[config.mk]
export PLATFORM = sky130hd
export DESIGN_NAME = pixel_downscale_rgb_extract
export DESIGN_NICKNAME = d
export VERILOG_FILES = /design/src/rtl/core/pdre_pkg.sv /design/src/rtl/core/pdre_cfg.sv /design/src/rtl/core/pdre_keep.sv /design/src/rtl/core/pixel_downscale_rgb_extract.sv
export SDC_FILE = /design/constraint.sdc
export NUM_CORES = 2
export LEC_CHECK = 0
export ABC_AREA = 1
export BUFFER_PORTS_ARGS = -buffer_cell sky130_fd_sc_hd__buf_2
export CAP_MARGIN = 20
export CORE_ASPECT_RATIO = 1.2
export CORE_MARGIN = 2
export CORE_UTILIZATION = 45
export CTS_CLUSTER_DIAMETER = 60
export DETAILED_ROUTE_END_ITERATION = 12
export GPL_ROUTABILITY_DRIVEN = 0
export PLACE_DENSITY_LB_ADDON = 0.2
export SETUP_SLACK_MARGIN = 0.4
export SKIP_LAST_GASP = 1
export SLEW_MARGIN = 20
export SYNTH_ARGS = -nofsm -noshare
export SYNTH_HDL_FRONTEND = slang
export SYNTH_SLANG_ARGS = --single-unit
[constraint.sdc]
create_clock -name clk -period 12.6 [get_ports clk]
set_input_delay 1.89 -clock clk [delete_from_list [all_inputs] [get_ports clk]]
set_output_delay 1.89 -clock clk [all_outputs]
set_load 0.02 [all_outputs]
[src/rtl/core/pdre_pkg.sv]
package pdre_pkg;

	// width of each configuration register field
	localparam int CFG_W = 13;
	// width of the configuration register index
	localparam int CFG_IDX_W = 3;

	// register reset values
	localparam logic [CFG_W-1:0] FRAME_WIDTH_RST  = 13'd640;
	localparam logic [CFG_W-1:0] FRAME_HEIGHT_RST = 13'd480;
	localparam logic [CFG_W-1:0] MAX_DIM_RST      = 13'd0;
	localparam logic             BYTE_ORDER_RST   = 1'b0;

	// configuration register map
	typedef enum logic [CFG_IDX_W-1:0] {
		REG_FRAME_WIDTH  = 3'd0,
		REG_FRAME_HEIGHT = 3'd1,
		REG_MAX_DIM      = 3'd2,
		REG_BYTE_ORDER   = 3'd3
	} cfg_reg_t;

	// keep decision for one item
	typedef struct packed {
		logic keep;
		logic row_end;
		logic frame_end;
	} keep_flags_t;

endpackage

[src/rtl/core/pdre_cfg.sv]
module pdre_cfg #(
	parameter int MAX_SIDE = 4096,
	localparam int SW = $clog2(MAX_SIDE + 1),
	localparam int PW = 2 * SW
) (
	input  logic                           clk,
	input  logic                           arst_n,
	input  logic                           wr_en,
	input  logic [pdre_pkg::CFG_IDX_W-1:0] wr_index,
	input  logic [pdre_pkg::CFG_W-1:0]     wr_data,
	output logic                           busy,
	output logic                           byte_order,
	output logic [SW-1:0]                  side_w,
	output logic [SW-1:0]                  side_h,
	output logic [SW-1:0]                  num,
	output logic [SW-1:0]                  den,
	output logic [PW-1:0]                  col_limit,
	output logic [PW-1:0]                  row_limit
);
	import pdre_pkg::*;

	localparam int CW = (CFG_W > SW) ? CFG_W : SW;
	localparam logic [CW-1:0] MAX_X = CW'(MAX_SIDE);

	logic [CFG_W-1:0] frame_width_q;
	logic [CFG_W-1:0] frame_height_q;
	logic [CFG_W-1:0] max_dim_q;
	logic             byte_order_q;
	logic [1:0]       settle_q;

	logic [CW-1:0] fw_x, fh_x, md_x;
	logic [SW-1:0] w_c, h_c, d_c, m_c, num_c, den_c;
	logic          scale_c;

	logic [SW-1:0] w_q, h_q, num_q, den_q;
	logic [PW-1:0] col_limit_q, row_limit_q;

	// register writes
	always_ff @(posedge clk or negedge arst_n) begin
		if (!arst_n) begin
			frame_width_q  <= FRAME_WIDTH_RST;
			frame_height_q <= FRAME_HEIGHT_RST;
			max_dim_q      <= MAX_DIM_RST;
			byte_order_q   <= BYTE_ORDER_RST;
		end else if (wr_en) begin
			case (cfg_reg_t'(wr_index))
				REG_FRAME_WIDTH:  frame_width_q  <= wr_data;
				REG_FRAME_HEIGHT: frame_height_q <= wr_data;
				REG_MAX_DIM:      max_dim_q      <= wr_data;
				REG_BYTE_ORDER:   byte_order_q   <= wr_data[0];
				default: ;
			endcase
		end
	end

	// busy stays high while derived values settle after reset or a write
	always_ff @(posedge clk or negedge arst_n) begin
		if (!arst_n) begin
			settle_q <= 2'd2;
		end else if (wr_en) begin
			settle_q <= 2'd2;
		end else if (settle_q != 2'd0) begin
			settle_q <= settle_q - 2'd1;
		end
	end

	// clamp sides and pick the scale ratio
	always_comb begin
		fw_x = CW'(frame_width_q);
		fh_x = CW'(frame_height_q);
		md_x = CW'(max_dim_q);
		w_c = (fw_x == '0) ? SW'(1) : ((fw_x > MAX_X) ? SW'(MAX_SIDE) : SW'(fw_x));
		h_c = (fh_x == '0) ? SW'(1) : ((fh_x > MAX_X) ? SW'(MAX_SIDE) : SW'(fh_x));
		d_c = (md_x > MAX_X) ? SW'(MAX_SIDE) : SW'(md_x);
		m_c = (w_c > h_c) ? w_c : h_c;
		scale_c = (d_c != '0) && (m_c > d_c);
		num_c = scale_c ? m_c : SW'(1);
		den_c = scale_c ? d_c : SW'(1);
	end

	// first stage: clamped sides and ratio
	always_ff @(posedge clk) begin
		w_q   <= w_c;
		h_q   <= h_c;
		num_q <= num_c;
		den_q <= den_c;
	end

	// second stage: scaled side limits
	always_ff @(posedge clk) begin
		col_limit_q <= PW'(w_q) * PW'(den_q);
		row_limit_q <= PW'(h_q) * PW'(den_q);
	end

	assign busy       = (settle_q != 2'd0);
	assign byte_order = byte_order_q;
	assign side_w     = w_q;
	assign side_h     = h_q;
	assign num        = num_q;
	assign den        = den_q;
	assign col_limit  = col_limit_q;
	assign row_limit  = row_limit_q;

endmodule

[src/rtl/core/pdre_keep.sv]
module pdre_keep #(
	parameter int MAX_SIDE = 4096,
	localparam int SW = $clog2(MAX_SIDE + 1),
	localparam int PW = 2 * SW,
	localparam int AW = PW + 2
) (
	input  logic                  clk,
	input  logic                  arst_n,
	input  logic                  en,
	input  logic                  frame_start,
	input  logic [SW-1:0]         side_w,
	input  logic [SW-1:0]         side_h,
	input  logic [SW-1:0]         num,
	input  logic [SW-1:0]         den,
	input  logic [PW-1:0]         col_limit,
	input  logic [PW-1:0]         row_limit,
	output pdre_pkg::keep_flags_t flags
);
	import pdre_pkg::*;

	logic [SW-1:0] col_q, row_q;
	logic [AW-1:0] col_pos_q, col_next_q, row_pos_q, row_next_q;

	logic [SW-1:0] col_c, row_c, col_inc, row_inc;
	logic [AW-1:0] col_pos_c, col_next_c, row_pos_c, row_next_c;
	logic [AW-1:0] num_x, num2_x, den_x, climit_x, rlimit_x;
	logic          col_keep, row_keep;

	logic [SW-1:0] col_n, row_n;
	logic [AW-1:0] col_pos_n, col_next_n, row_pos_n, row_next_n;

	// position seen by this item, frame start clears it
	always_comb begin
		col_c      = frame_start ? '0 : col_q;
		row_c      = frame_start ? '0 : row_q;
		col_pos_c  = frame_start ? '0 : col_pos_q;
		col_next_c = frame_start ? '0 : col_next_q;
		row_pos_c  = frame_start ? '0 : row_pos_q;
		row_next_c = frame_start ? '0 : row_next_q;
	end

	// keep decision and end markers
	always_comb begin
		num_x    = AW'(num);
		num2_x   = AW'({num, 1'b0});
		den_x    = AW'(den);
		climit_x = AW'(col_limit);
		rlimit_x = AW'(row_limit);
		col_keep = (col_next_c < col_pos_c + den_x) && (col_next_c + num_x <= climit_x);
		row_keep = (row_next_c < row_pos_c + den_x) && (row_next_c + num_x <= rlimit_x);
		flags.keep      = col_keep && row_keep;
		flags.row_end   = (col_next_c + num2_x > climit_x);
		flags.frame_end = flags.row_end && (row_next_c + num2_x > rlimit_x);
	end

	// next position
	always_comb begin
		col_inc    = col_c + SW'(1);
		row_inc    = row_c + SW'(1);
		col_n      = col_inc;
		col_pos_n  = col_pos_c + den_x;
		col_next_n = col_keep ? col_next_c + num_x : col_next_c;
		row_n      = row_c;
		row_pos_n  = row_pos_c;
		row_next_n = row_next_c;
		if (col_inc >= side_w) begin
			col_n      = '0;
			col_pos_n  = '0;
			col_next_n = '0;
			row_n      = row_inc;
			row_pos_n  = row_pos_c + den_x;
			row_next_n = row_keep ? row_next_c + num_x : row_next_c;
			if (row_inc >= side_h) begin
				row_n      = '0;
				row_pos_n  = '0;
				row_next_n = '0;
			end
		end
	end

	// position registers
	always_ff @(posedge clk or negedge arst_n) begin
		if (!arst_n) begin
			col_q      <= '0;
			row_q      <= '0;
			col_pos_q  <= '0;
			col_next_q <= '0;
			row_pos_q  <= '0;
			row_next_q <= '0;
		end else if (en) begin
			col_q      <= col_n;
			row_q      <= row_n;
			col_pos_q  <= col_pos_n;
			col_next_q <= col_next_n;
			row_pos_q  <= row_pos_n;
			row_next_q <= row_next_n;
		end
	end

	ast_col_bound: assert property (@(posedge clk) disable iff (!arst_n)
		en |=> (col_q < side_w) || $changed(side_w))
		else $error("column position not wrapped at row end");

	ast_scaled_order: assert property (@(posedge clk) disable iff (!arst_n)
		$past(en) && !$past(frame_start) && (col_q != '0) && $stable(den)
		|-> col_pos_q == $past(col_pos_q) + AW'(den))
		else $error("column scaled position not advanced by one step");

	ast_end_implies_row: assert property (@(posedge clk) disable iff (!arst_n)
		flags.frame_end |-> flags.row_end)
		else $error("frame end without row end");

endmodule

[src/rtl/core/pixel_downscale_rgb_extract.sv]
// Nearest-neighbor downscaler with RGB extraction for a raster stream of
// three-byte pixels. One item is accepted per clock cycle while in_stall is
// low. A kept pixel passes the input register, then the result register,
// which holds it while out_stall is high; dropped pixels give no output
// item. The keep decision for each pixel is a set of parallel add-and-compare
// steps on running column and row accumulators, so the rate is one item per
// cycle when nothing stalls. After reset and after every configuration write
// the input stalls while the clamped sides, the scale ratio and the side
// limits (one registered multiply) settle. The user must write configuration
// only while idle; the block itself does not enforce it.
module pixel_downscale_rgb_extract #(
	parameter int MAX_SIDE = 4096
) (
	input  logic                           clk,
	input  logic                           arst_n,
	// configuration
	input  logic                           cfg_valid,
	output logic                           cfg_ready,
	input  logic [pdre_pkg::CFG_IDX_W-1:0] cfg_index,
	input  logic [pdre_pkg::CFG_W-1:0]     cfg_data,
	// source pixels
	input  logic                           in_valid,
	output logic                           in_stall,
	input  logic [7:0]                     byte_zero,
	input  logic [7:0]                     byte_one,
	input  logic [7:0]                     byte_two,
	input  logic                           frame_start,
	// kept pixels
	output logic                           out_valid,
	input  logic                           out_stall,
	output logic [7:0]                     red,
	output logic [7:0]                     green,
	output logic [7:0]                     blue,
	output logic                           row_end,
	output logic                           frame_end
);
	import pdre_pkg::*;

	localparam int SW = $clog2(MAX_SIDE + 1);
	localparam int PW = 2 * SW;

	logic          cfg_busy, byte_order;
	logic [SW-1:0] side_w, side_h, num, den;
	logic [PW-1:0] col_limit, row_limit;

	logic       valid_s1;
	logic [7:0] byte_zero_s1, byte_one_s1, byte_two_s1;
	logic       frame_start_s1;

	logic        proc_en, step_en;
	keep_flags_t flags;

	logic       out_valid_s2;
	logic [7:0] red_s2, green_s2, blue_s2;
	logic       row_end_s2, frame_end_s2;

	assign cfg_ready = 1'b1;

	pdre_cfg #(.MAX_SIDE(MAX_SIDE)) u_cfg (
		.clk        (clk),
		.arst_n     (arst_n),
		.wr_en      (cfg_valid && cfg_ready),
		.wr_index   (cfg_index),
		.wr_data    (cfg_data),
		.busy       (cfg_busy),
		.byte_order (byte_order),
		.side_w     (side_w),
		.side_h     (side_h),
		.num        (num),
		.den        (den),
		.col_limit  (col_limit),
		.row_limit  (row_limit)
	);

	// s1 item moves on when the result register is free or being taken
	assign proc_en  = !out_valid_s2 || !out_stall;
	assign step_en  = valid_s1 && proc_en;
	assign in_stall = cfg_busy || (valid_s1 && !proc_en);

	// input register
	always_ff @(posedge clk or negedge arst_n) begin
		if (!arst_n) begin
			valid_s1 <= 1'b0;
		end else if (!in_stall) begin
			valid_s1 <= in_valid;
		end else if (proc_en) begin
			valid_s1 <= 1'b0;
		end
	end

	always_ff @(posedge clk) begin
		if (!in_stall && in_valid) begin
			byte_zero_s1   <= byte_zero;
			byte_one_s1    <= byte_one;
			byte_two_s1    <= byte_two;
			frame_start_s1 <= frame_start;
		end
	end

	pdre_keep #(.MAX_SIDE(MAX_SIDE)) u_keep (
		.clk         (clk),
		.arst_n      (arst_n),
		.en          (step_en),
		.frame_start (frame_start_s1),
		.side_w      (side_w),
		.side_h      (side_h),
		.num         (num),
		.den         (den),
		.col_limit   (col_limit),
		.row_limit   (row_limit),
		.flags       (flags)
	);

	// result register
	always_ff @(posedge clk or negedge arst_n) begin
		if (!arst_n) begin
			out_valid_s2 <= 1'b0;
		end else if (proc_en) begin
			out_valid_s2 <= valid_s1 && flags.keep;
		end
	end

	always_ff @(posedge clk) begin
		if (step_en && flags.keep) begin
			red_s2       <= byte_order ? byte_two_s1 : byte_zero_s1;
			green_s2     <= byte_one_s1;
			blue_s2      <= byte_order ? byte_zero_s1 : byte_two_s1;
			row_end_s2   <= flags.row_end;
			frame_end_s2 <= flags.frame_end;
		end
	end

	assign out_valid = out_valid_s2;
	assign red       = red_s2;
	assign green     = green_s2;
	assign blue      = blue_s2;
	assign row_end   = row_end_s2;
	assign frame_end = frame_end_s2;

	ast_cfg_settle: assert property (@(posedge clk) disable iff (!arst_n)
		cfg_valid && cfg_ready |=> in_stall)
		else $error("item taken before configuration settled");

	ast_s1_hold: assert property (@(posedge clk) disable iff (!arst_n)
		valid_s1 && !proc_en |=> valid_s1)
		else $error("item lost from input register");

	ast_s1_load: assert property (@(posedge clk) disable iff (!arst_n)
		in_valid && !in_stall |=> valid_s1)
		else $error("accepted item missing from input register");

	ast_out_ends: assert property (@(posedge clk) disable iff (!arst_n)
		out_valid_s2 && frame_end_s2 |-> row_end_s2)
		else $error("frame end marked without row end");

endmodule
# Word-level counts from Yosys, hierarchy flattened
# Cells that the tools add are included.
# Widths: inputs -> output; s select.
[totals]
output_inout_bits = 29
ff_bits = 337
input_bits = 46
elab_cells = 111
[op_classes]
n_mux = 29
n_eq_ne = 4
reduce_logical = 26
multipliers = 2
magnitude_cmp = 13
add_sub_neg = 9
[op_table]
columns = ["op", "count"]
rows = [
  ["$mux 28", 12],
  ["$mux 13", 11],
  ["$add 28x13->28", 4],
  ["$add 28x14->28", 2],
  ["$gt 28x26->1", 2],
  ["$le 28x26->1", 2],
  ["$lt 28x28->1", 2],
  ["$mul 13x13->26", 2],
  ["$gt 13x13->1 const B", 3],
  ["$add 13x1->13 const B", 2],
  ["$ge 13x13->1", 2],
  ["$gt 13x13->1", 2],
  ["$logic_not 13->1", 2],
  ["$mux 8", 2],
  ["$reduce_bool 13->1", 1],
  ["$logic_and 1x1->1", 10],
  ["$reduce_and 2->1", 4],
  ["$eq 3x2->1 const B", 2],
  ["$logic_not 1->1", 4],
  ["$mux 2", 2],
  ["$reduce_bool 2->1", 2],
  ["$eq 3x1->1 const B", 1],
  ["$logic_not 3->1", 1],
  ["$logic_or 1x1->1", 2],
  ["other kinds (3)", 4],
]

# Depth between registers and ports, before layout
[depth]
ltp_word = 7
ltp_mapped = 36
depth_no_buf = 32

# Cells and area by module
# A second synthesis with hierarchy kept.
[hier_totals]
hier_cells = 4776
area_unflattened_um2 = 35710.5
[modules_own_cells]
columns = ["module", "cells_each", "area_per_inst_um2", "instances"]
rows = [
  ["pdre_keep", 2637, 17461.7, 1],
  ["pdre_cfg", 2028, 16375.7, 1],
  ["pixel_downscale_rgb_extract", 111, 1873.0, 1],
]

# Worst setup path before layout
# No wires, ideal clock.
[synth_timing]
path_kind = "flip-flop to flip-flop"
start = "register frame_start_s1"
end = "register blue_s2[0] (netlist: blue[0]), enable pin"
slack_ps = 6537
stages_incl_launch_ff = 30
n_path_buf = 9
t_arrival_ps = 5655
cell_sequence = "edfxtp_1 > buf_6 > buf_12 > buf_8 > buf_12 > buf_6 > buf_2 > buf_2 > buf_2 > nor2_1 > ha_1 > nand2_1 > inv_1 > a21oi_1 > o21ai_0 > a21oi_1 > o21ai_1 > nand2_1 > xor2_1 > inv_1 > ha_1 > a21oi_1 > o21a_1 > nor2_1 > nor2_1 > nand2_1 > nand2_1 > nand3_4 > buf_6 > nor2_1"
[synth_between]
elab_chain_len = 6
word_cells_on_any_way = 16
classes_between = "add/sub (4); order compare (4); mux (4); reduce/logical (4)"
[synth_lines]
columns = ["element", "line", "source"]
rows = [
  ["from (decl)", "pixel_downscale_rgb_extract.sv:48", "logic frame_start_s1;"],
  ["from (signal assigned)", "pixel_downscale_rgb_extract.sv:96", "frame_start_s1 <= frame_start;"],
  ["$mux 28 (on tied branches)", "--", ""],
  ["$add 28x13->28 (on tied branches)", "pdre_keep.sv:49, pdre_keep.sv:50", ""],
  ["$lt 28x28->1 (tied with other cells)", "pdre_keep.sv:49", "col_keep = (col_next_c < col_pos_c + den_x) && (col_next_c + num_x <= climit_x);"],
  ["$logic_and 1x1->1 (on tied branches)", "pdre_keep.sv:49, pdre_keep.sv:50", ""],
  ["$logic_and 1x1->1 *", "pdre_keep.sv:51", "flags.keep = col_keep && row_keep;"],
  ["$logic_and 1x1->1 *", "pixel_downscale_rgb_extract.sv:124", "if (step_en && flags.keep) begin"],
  ["to (signal assigned)", "pixel_downscale_rgb_extract.sv:127", "blue_s2 <= byte_order ? byte_zero_s1 : byte_two_s1;"],
  ["to (decl)", "pixel_downscale_rgb_extract.sv:54", "logic [7:0] red_s2, green_s2, blue_s2;"],
]
# Mark *: on every way between the ends. The rest lies on a longest branch, timed or not.
# A chain may end at the register's enable or synchronous reset.

# Final worst setup path
[layout_timing]
start = "register frame_start_s1"
end = "register blue_s2[2] (netlist: blue[2]), enable pin"
# The elaborated chain is that of the path after synthesis.

==> flow_summary.ini <==
[run]
cap_violations = 0

[clocking]
post_cts_buffers = 0
cts_made_buffers = 44
clockRootBuffer = clkbuf_16
postCtsHoldBufs = 0
h-tree-depth = 2
clk_latency_ns = 0.61
post_cts_resized = 0
cts_tree = done
clkTransAtPathRegs_ns = 0.06
cts_buffer_depth = 3
cts.sinks = 337

[synthesis]
synthArstFlopShare = 0.540
synth_edf_count = 51
synth_top_area_frac = 0.148
synth_area_per_cell_um2 = 7.46
ys_seq_elements = 337
synth_top_area_cell = ha_1
syn_nets = 5623
synthTopCellsByArea = ha_1 15%, fa_1 14%, nand2_1 12%
synthCells = 4897
ys_types = 72
ys_seq_area_frac = 0.224
yosysWarnings = 0
ys.flop_type = dfrtp_1
synth_area_mm2 = 0.0365

[worst_setup_path]
cp_max_fo = 52
crit_start = frame_start_s1$_DFFE_PP_
critical-path-top-cell-by-count = inv_1
crit_required_ns = 12.86
r2r-start = frame_start_s1$_DFFE_PP_
crit_path_start_kind = flop
cp-endpoint = blue[2]$_DFFE_PP_
crit_path_max_incr_delay_ns = 0.66
reg2reg_depth = 29
ff2ff_setup_slack_ns = 5.92
r2r_end = blue[2]$_DFFE_PP_
arrival_ns = 6.95
crit_slowest_cell = nor2_4
critPathKind = reg2reg
end_kind = flop

[power_and_ir_drop]
p_per_area_mw_per_mm2 = 201
ir_worst_vdd_uv = 148
total_power_uw = 7870
p_leak_uw = 0.0217

[sta]
final.setup_skew_ns = 0.0341
max_slew_margin = 0.246
setup_viol = 0
min_period_ns = 6.68
max_freq_mhz = 150
slew_violations = 0
fin_ws_ns = 5.92
max_slew.worst_pin.slew_ns = 1.13
fin_crit_sh = 0.531
rsz0062_at_grt = no
tns_ns = 0
hold_viol = 0

[floorplan]
initial_core_util = 0.454
num_io_pins = 75
core_area_mm2 = 0.0804
die_y_um = 316
die_area_mm2 = 0.0834
die_w_um = 264
rows = 114

[detailed_routing]
vias_per_cell = 5.19
first_pass_iters = 6
postRouteAntennaNets = 0
wl_per_cell_um = 17.3
drc = 0
wirelength_mm = 104
vias = 31000
drtIter0Drc = 2141

[place]
hpwl_mm = 79.0
placed_cell_area_mm2 = 0.0377
preCtsSetupSlack_ns = 5.88
io_buffers = 73
numPlacedInstances = 5894

[final_layout]
final_layout_size_suffix_gt1_frac = 0.0602
fin_cells = 5976
stdcell_area_mm2 = 0.0392
layout.nets = 5622
final_cell_mix = 1170 x nand2_1, 1034 x inv_1, 432 x ha_1
fill_cells = 8115
area_growth_syn_to_layout_pct = 7.36
final_common_cell = nand2_1

[hold_path]
hold_path_class = reg2reg

[global_routing]
grt_overflow = 0
grt_pass1_vias = 30800
track_usage = 0.251
antenna_found_initial = 0
grt_max_degree = 70
grt_pass1_wl_mm = 166

[outcome]
status = completed
how the worst min path moves through the flow:
stage	from	to	depth (start not counted)
floorplan	byte_one_s1[0]$_DFFE_PP_	green[0]$_DFFE_PP_	0
CTS	byte_one_s1[5]$_DFFE_PP_	green[5]$_DFFE_PP_	0
finish	byte_one_s1[7]$_DFFE_PP_	green[7]$_DFFE_PP_	0
global route	byte_one_s1[3]$_DFFE_PP_	green[3]$_DFFE_PP_	0
detailed placement	byte_one_s1[5]$_DFFE_PP_	green[5]$_DFFE_PP_	0
global placement	byte_one_s1[1]$_DFFE_PP_	green[1]$_DFFE_PP_	0
cells in the mapped netlist, drive strengths merged (5+ instances only):
cell type  instances
buf               38
a31oi             14
nor3              48
xor2             156
edfxtp            51
nand4            107
a22oi             21
nand3b             9
fa               248
dfxtp            104
dfrtp            175
o21a               7
inv             1048
xnor2             39
o221ai            11
o22ai             31
clkbuf           111
nor2             331
a21oi            219
ha               432
nand3            216
o21ai            195
dfstp              7
a21o              18
o211ai             5
a21boi            11
nor3b              5
nor4              13
nand2           1188
o21bai             8
registers in the layout, indices dropped and copies added, names as in the netlist, 13 cells and up:
register,count
u_keep.row_pos_q,28
u_cfg.fh_x,13
u_keep.col_q,13
u_cfg.col_limit,26
u_cfg.num,13
u_cfg.max_dim_q,13
u_keep.row_q,13
u_cfg.row_limit,26
u_cfg.den,13
u_keep.col_pos_q,28
u_keep.col_next_q,28
u_keep.row_next_q,28
u_cfg.side_h,13
u_cfg.frame_width_q,13
u_cfg.side_w,13
where the power goes:
part	internal [µW]	switching [µW]
Clock	739	534
Combinational	1590	3260
Sequential	1440	295
Total	3780	4090
final cells by class:
type / instances / area [µm²] / area share
Sequential cell: 337 / 8180 / 0.209
Timing Repair Buffer: 102 / 592 / 0.0151
Multi-Input combinational cell: 3361 / 23700 / 0.604
Tap cell: 1044 / 1310 / 0.0333
Antenna cell: 1 / 2.50 / 0.0000638
Clock buffer: 62 / 1270 / 0.0325
Clock inverter: 19 / 208 / 0.00530
Inverter: 1050 / 3950 / 0.101
per-layer routing:
layer | global-route usage | vias to the layer above | wire length [µm] | part of all wire
met3 | 0.0287 | 171 | 4780 | 0.046
met1 | 0.328 | 14800 | 46000 | 0.44
met4 | 0.0932 | 0 | 3840 | 0.037
met5 | 0 | - | 0 | 0
li1 | - | 15300 | - | -
met2 | 0.427 | 735 | 49000 | 0.47
through the flow:
stage / util / hold WS, ns
2_1_floorplan: - / 0.400
3_3_place_gp: 0.469 / 0.401
3_5_place_dp: 0.469 / 0.405
4_1_cts: 0.487 / 0.419
5_1_grt: 0.487 / 0.426
6_report: 0.487 / 0.417
kinds of logic (layout without fill, tap and decap cells):
logic type / after synthesis / in the layout / synth area share
xor gates and xnor gates: 195 / 195 / 0.0468
and+or+nand+nor: 1929 / 1929 / 0.231
adders and majority gates: 680 / 680 / 0.284
AOI/OAI and AO/OA: 556 / 556 / 0.0858
DFF: 337 / 337 / 0.224
other: 1 / 2 / 0.000103
buffers and inverters: 1199 / 1233 / 0.128
worst max-delay path: cells and delay by family (launching register included):
| family | cells | cell delay (ns) |
|---|---|---|
| flip-flops | 1 | 0.35 |
| buffers and inverters | 10 | 2.15 |
| AND/OR/NAND/NOR | 16 | 2.94 |
| adder cells (fa/ha/maj) | 2 | 0.65 |
| AO/OA/AOI/OAI | 1 | 0.15 |
Power figures use the tool's default switching activity.
